**config.mk**
```make
export PLATFORM = sky130hd
export DESIGN_NAME = pts_div_stage
export DESIGN_NICKNAME = d
export VERILOG_FILES = /design/src/pts_pkg.sv /design/src/pts_div_stage.sv
export SDC_FILE = /design/constraint.sdc
export NUM_CORES = 1
export LEC_CHECK = 0
export BUFFER_PORTS_ARGS = -buffer_cell sky130_fd_sc_hd__buf_2
export CAP_MARGIN = 20
export CORE_MARGIN = 4
export CORE_UTILIZATION = 35
export DETAILED_ROUTE_END_ITERATION = 6
export GPL_ROUTABILITY_DRIVEN = 0
export PLACE_DENSITY = 0.59
export SLEW_MARGIN = 20
export SYNTH_ARGS = -nofsm -noshare
export SYNTH_HDL_FRONTEND = slang
export SYNTH_SLANG_ARGS = --single-unit
```
**constraint.sdc**
```tcl
create_clock -name clk -period 8.2 [get_ports clk]
set_input_delay 1.64 -clock clk [delete_from_list [all_inputs] [get_ports clk]]
set_output_delay 1.64 -clock clk [all_outputs]
set_load 0.02 [all_outputs]
```
**src/pts_pkg.sv**
```systemverilog
// Shared types, constants and helpers for the polynomial trajectory sampler.
// Used by the divider stage, the Horner step and the top level. No dependencies.
package pts_pkg;

  // Configuration register indexes; indexes above the last one are ignored
  localparam logic [3:0] REG_START   = 4'd0;
  localparam logic [3:0] REG_END     = 4'd1;
  localparam logic [3:0] REG_SECTION = 4'd2;
  localparam logic [3:0] REG_TERMS   = 4'd3;
  localparam logic [3:0] REG_COEF_A  = 4'd4;
  localparam logic [3:0] REG_COEF_B  = 4'd5;
  localparam logic [3:0] REG_COEF_C  = 4'd6;
  localparam logic [3:0] REG_COEF_D  = 4'd7;

  // Number of coefficient registers
  localparam int COEF_REGS  = 4;

  // Time divider: 33 quotient bits, three per stage
  localparam int QUOT_W     = 33;
  localparam int DIV_BITS   = 3;
  localparam int DIV_STAGES = QUOT_W / DIV_BITS;
  localparam int SEC_W      = 16;
  localparam int PROD_W     = SEC_W + QUOT_W;

  // Which accumulators a Horner step updates
  typedef struct packed {
    logic pos;
    logic vel;
  } pts_act_t;

  // Clamp a wide signed value to the signed 32-bit range
  function automatic logic signed [31:0] sat32(input logic signed [49:0] v);
    logic signed [49:0] hi;
    logic signed [49:0] lo;
    hi = 50'sh0_0000_7FFF_FFFF;
    lo = -50'sh0_0000_8000_0000;
    if (v > hi) begin
      sat32 = 32'sh7FFF_FFFF;
    end else if (v < lo) begin
      sat32 = 32'sh8000_0000;
    end else begin
      sat32 = v[31:0];
    end
  endfunction

endpackage

```
**src/pts_div_stage.sv**
```systemverilog
// One pipeline stage of the restoring divider that scales the sample time.
// Retires DIV_BITS quotient bits per cycle while en is high. Depends on pts_pkg.
module pts_div_stage
  import pts_pkg::*;
(
  input  logic              clk,
  input  logic              rst,
  input  logic              en,
  input  logic [SEC_W-1:0]  divisor,
  input  logic              in_valid,
  input  logic [SEC_W-1:0]  in_rem,
  input  logic [QUOT_W-1:0] in_word,
  input  logic              in_neg,
  output logic              out_valid,
  output logic [SEC_W-1:0]  out_rem,
  output logic [QUOT_W-1:0] out_word,
  output logic              out_neg
);

  logic [SEC_W-1:0]  rem_next;
  logic [QUOT_W-1:0] word_next;

  // Shift in dividend bits, subtract when the partial remainder allows
  always_comb begin
    logic [SEC_W:0] trial;
    rem_next  = in_rem;
    word_next = in_word;
    for (int j = 0; j < DIV_BITS; j++) begin
      trial     = {rem_next, word_next[QUOT_W-1]};
      word_next = {word_next[QUOT_W-2:0], 1'b0};
      if (trial >= {1'b0, divisor}) begin
        trial        = trial - {1'b0, divisor};
        word_next[0] = 1'b1;
      end
      rem_next = trial[SEC_W-1:0];
    end
  end

  // Advance the stage
  always_ff @(posedge clk) begin
    if (rst) begin
      out_valid <= 1'b0;
    end else if (en) begin
      out_valid <= in_valid;
    end
    if (en) begin
      out_rem  <= rem_next;
      out_word <= word_next;
      out_neg  <= in_neg;
    end
  end

endmodule

```
Yosys cells after proc, flatten, opt, wreduce, memory -nomap -nowiden --
Index checks and enable logic that the tools add are counted.
Operators by class: $add $sub $neg 3, $lt $le $gt $ge 3, mux-type cells 6
Operator list (number):
- >= comparator 17 x 16 -> 1 bit | 3
- two-way mux 16 bit | 3
- subtractor 16 bit | 3
- two-way mux 1 bit | 3
Storage, ports and cells: logic and storage cells 16, output and inout port bits 51, flip-flop bits (word level) 51, input port bits 70

Logic depth before layout (Yosys ltp) --
word-level depth 6, gate-level depth with buffers 36, depth with buffers taken out 30

Least setup slack after synthesis --
Ideal clock, no wire load.
path kind input to register, start in divisor[4], end reg out_rem[10], data pin, setup time 260 ps, buffers on the path 5, required time 7940 ps, arrival time 8032 ps, path slack -92 ps, stages 34, path through inv_1 > ha_1 > a21o_1 > a211oi_1 > a211o_1 > o211a_1 > or2_0 > buf_6 > clkbuf_1 > nor2_1 > a21oi_1 > inv_1 > ha_1 > nor2b_1 > o31a_1 > o31ai_1 > nand2_1 > a31oi_1 > o21a_1 > and2_1 > buf_4 > buf_6 > mux2_2 > ha_1 > o211ai_1 > a31oi_1 > o31a_1 > o21a_1 > o21ai_0 > a21oi_1 > a211oi_4 > inv_2 > buf_6 > mux2_4
On the way: word-level cells in the longest chain between the ends 6, elaborated cells on any way between the ends 9, those cells by class add/sub: 3; order compare: 3; mux: 3
RTL lines:
- start: declaration | RTL line pts_div_stage.sv:9 | input logic [SEC_W-1:0] divisor,
- subtractor 16 bit / >= comparator 17 x 16 -> 1 bit (equally long branches) | RTL line pts_div_stage.sv:32, pts_div_stage.sv:31
- two-way mux 16 bit | RTL line pts_div_stage.sv:31 | if (trial >= {1'b0, divisor}) begin
- subtractor 16 bit / >= comparator 17 x 16 -> 1 bit (equally long branches) | RTL line pts_div_stage.sv:32, pts_div_stage.sv:31
- two-way mux 16 bit | RTL line pts_div_stage.sv:31
- subtractor 16 bit / >= comparator 17 x 16 -> 1 bit (equally long branches) | RTL line pts_div_stage.sv:32, pts_div_stage.sv:31
- two-way mux 16 bit * | RTL line pts_div_stage.sv:31
- net rem_next[10] | RTL line pts_div_stage.sv:20 | logic [SEC_W-1:0] rem_next;
- end signal: assignment | RTL line pts_div_stage.sv:47 | out_rem <= rem_next;
- end: declaration | RTL line pts_div_stage.sv:15 | output logic [SEC_W-1:0] out_rem,
The timed path passes the listed nets; every way through them passes the cells marked *. A chain may end at the register's enable or synchronous reset.

Worst setup path after layout --
start in divisor[10], end reg out_rem[1], data pin
On the way: word-level cells in the longest chain between the ends 6, elaborated cells on any way between the ends 9, those cells by class add/sub: 3; order compare: 3; mux: 3
RTL lines (RTL line):
- subtractor 16 bit / >= comparator 17 x 16 -> 1 bit (equally long branches) | pts_div_stage.sv:32, pts_div_stage.sv:31
- two-way mux 16 bit | pts_div_stage.sv:31
- subtractor 16 bit / >= comparator 17 x 16 -> 1 bit (equally long branches) | pts_div_stage.sv:32, pts_div_stage.sv:31
- two-way mux 16 bit | pts_div_stage.sv:31
- >= comparator 17 x 16 -> 1 bit / subtractor 16 bit (equally long branches) | pts_div_stage.sv:31, pts_div_stage.sv:32
- two-way mux 16 bit * | pts_div_stage.sv:31
- net rem_next[1] | pts_div_stage.sv:20
Marked as above.

==> impl_metrics.py <==
metrics = {
    "routing": {
        "vias": 3829,
        "avgRoutedWirePerCell_um": 14.20,
        "dr.first_iter.drc_count": 137,
        "antenna_left": 0,
        "drc_errors": 0,
        "wl_met1_um": 5211,
        "routed-wl-met2_um": 5083,
        "maxUsedRoutingLayer": "met4",
        "via_per_inst": 4.878,
        "dr.pass1.iters": 4,
        "met3_wirelength_um": 716,
        "wl_um": 11140,
    },
    "worst_setup_path": {
        "path_max_fanout": 6,
        "crit_type": "in2reg",
        "cp.arrival_ns": 7.88,
        "critPathSlowestCell": "or3_1",
        "cp.required_ns": 8.24,
        "max_stage_delay_ns": 0.38,
        "endpoint_kind": "register",
        "crit_buf_inv": 6,
        "critical_path.top_delay_family": "compound AO/OA/AOI/OAI gates",
        "start_kind": "primary input",
    },
    "final_layout": {
        "multi_input_area_um2": 2666,
        "nets": 737,
        "num_antenna_cells": 0,
        "areaGrowthSynthToFinish_pct": 34.65,
        "seq_area_um2": 1521,
        "final_layout_size_suffix_gt1_share_pct": 40.03,
        "fillers": 1152,
    },
    "power": {
        "leakage_uw": 0.002709,
        "power_density_nw_per_um2": 305.6,
        "totalPowerFinal_uw": 1776,
        "max-vdd-ir-drop_uv": 110.6,
    },
    "sta": {
        "fin_ws_ns": 0.3587,
        "hold_viol_final": 0,
        "min_period_over_period_pct": 95.63,
        "final_max_slew_viol_count": 0,
        "setup_viol": 0,
        "clock_skew_ns": 0,
        "rsz0062_at_grt": "no",
        "worst_slew_pin_slew_ns": 0.6274,
        "fmax_mhz": 127.5,
        "period_needed_ns": 7.841,
        "slew_headroom_pct": 58.17,
        "timing.hold.ws_ns": 0.5055,
    },
    "floorplan": {
        "die-area_um2": 14170,
        "rows": 40,
        "start_util_pct": 35.78,
        "die_w_um": 119.0,
        "core_um2": 12060,
        "die_y_um": 119.0,
        "io_pins": 121,
    },
    "synthesis": {
        "postSynthAreaPerCell_um2": 10.23,
        "yosysSeqAreaShare_pct": 35.26,
        "synth_commonest_cells": "edfxtp_1, ha_1, a21oi_1",
        "yosysUniqueCellTypes": 50,
        "synthTopCellsByArea": "edfxtp_1, ha_1, mux2_2, xnor2_1, a21oi_1",
        "synth-edff-count": 50,
        "synthArstFlopShare_pct": 0,
        "ys_warn_count": 0,
        "yosysMostFrequentCell": "edfxtp_1",
        "synth_seq_cells": 51,
        "ys.flop_type": "edfxtp_1",
        "synth_top_area_share_pct": 34.79,
        "syn_nets": 543,
        "synthCells": 422,
        "synth.cell_area_um2": 4315,
        "synth.largest_area_cell": "edfxtp_1",
    },
    "clock_tree": {
        "clk_latency_ns": 0.28,
        "root_buffer": "clkbuf_16",
        "cts_resized": 0,
        "cts_hold_buf": 0,
        "clk_path_buf_depth": 2,
        "cts_made_buffers": 5,
        "clk_pin_slew_worst_paths_ns": 0.06,
        "cts_num_sinks": 51,
        "cts_tree": "done",
        "cts_setup_buffers": 0,
        "htree_levels": 2,
    },
    "run": {
        "maxCapViolations": 0,
    },
    "place": {
        "dp_hpwl_um": 9540,
        "io_buffer_count": 120,
        "pre_cts_slack_ns": -0.1747,
    },
    "global_routing": {
        "gr-total-overflow": 0,
        "grt_max_degree": 52,
        "first_global_vias": 3810,
        "grt_pass1_wl_um": 18060,
        "antenna_found_initial": 0,
        "grt_util_all_layers_pct": 15.58,
    },
    "worst_hold_path": {
        "hp-class": "reg2reg",
    },
    "run_status": {
        "status": "finished, final reports clean",
    },
}
worst reg2reg max path, stage by stage, from the launching register on:
cell	delay, ns
dfxtp_1	0.31
mux2i_1	0.12
nor2_1	0.05
flip-flops by register name, indices dropped and copies added (netlist names):
| signal | count |
|---|---|
| out_word | 33 |
| out_rem | 16 |
| out_neg | 1 |
| out_valid | 1 |
through the flow:
stage / setup TNS [ns] / util [%] / cell area, um^2 / cells
after CTS: 0 / 47.86 / 5773 / 785
after global placement: -0.01711 / 46.69 / 5632 / 777
final: 0 / 48.17 / 5811 / 785
after detailed placement: -2.435 / 46.69 / 5632 / 777
after global routing: 0 / 48.17 / 5811 / 785
after floorplan: 0 / - / 4320 / 422
power breakdown:
part	leakage (uW)	total (uW)	switching [uW]	internal (uW)
Clock	0.0000669	192	80.0	112
Sequential	0.000498	395	11.8	383
Combinational	0.00214	1190	569	620
final timing paths:
kind               start          to  slack (ns)  depth (start not counted)
min            out_valid   out_valid        0.51                          2
min reg2reg    out_valid   out_valid        0.51                          2
max          divisor[10]  out_rem[1]        0.36                         31
max reg2reg    out_valid   out_valid        7.62                          2
layout by cell type (no fill, tap or decap), types with 3 or more instances in the layout:
master | synthesis | layout
mux2_4 | 9 | 9
clkbuf_16 | 0 | 5
and2_1 | 4 | 3
buf_4 | 1 | 74
edfxtp_1 | 50 | 50
nor2b_1 | 7 | 7
nor2_1 | 21 | 21
buf_2 | 1 | 120
xnor2_1 | 26 | 26
o21bai_1 | 4 | 4
nand3_1 | 9 | 9
a21oi_1 | 39 | 38
mux2i_1 | 3 | 3
o21a_1 | 9 | 9
o21ai_0 | 28 | 28
o31a_1 | 4 | 4
nor3_1 | 5 | 5
a211o_1 | 3 | 3
a21o_1 | 15 | 15
a31oi_1 | 5 | 4
a211oi_1 | 5 | 3
xor2_1 | 11 | 11
fa_1 | 3 | 3
mux2_2 | 21 | 21
ha_1 | 48 | 45
nand2b_1 | 6 | 6
o211ai_1 | 5 | 5
nand2_1 | 21 | 21
nand4_1 | 3 | 3
inv_1 | 29 | 29
cell type report:
type / instances / area share (%)
multi-input combinational: 334 / 45.89
sequential: 51 / 26.18
timing repair buffer: 194 / 19.90
tap: 168 / 3.618
clock buffer: 6 / 2.218
inverter: 30 / 1.981
clock inverter: 2 / 0.2153
kinds of logic after synthesis:
logic type | share of synthesized area (%)
AO/OA/AOI/OAI | 18.85
XOR/XNOR | 7.509
adder cells (fa/ha/maj) | 15.31
buffers and inverters | 3.856
flip-flops | 35.26
multiplexers | 9.307
AND/OR/NAND/NOR | 9.916
layer usage:
layer	vias up	track usage (%)
met4	0	4.345
met2	128	26.53
met5	-	0
li1	1949	-
met1	1744	20.46
met3	8	2.469
(Power assumes the default switching activity.)
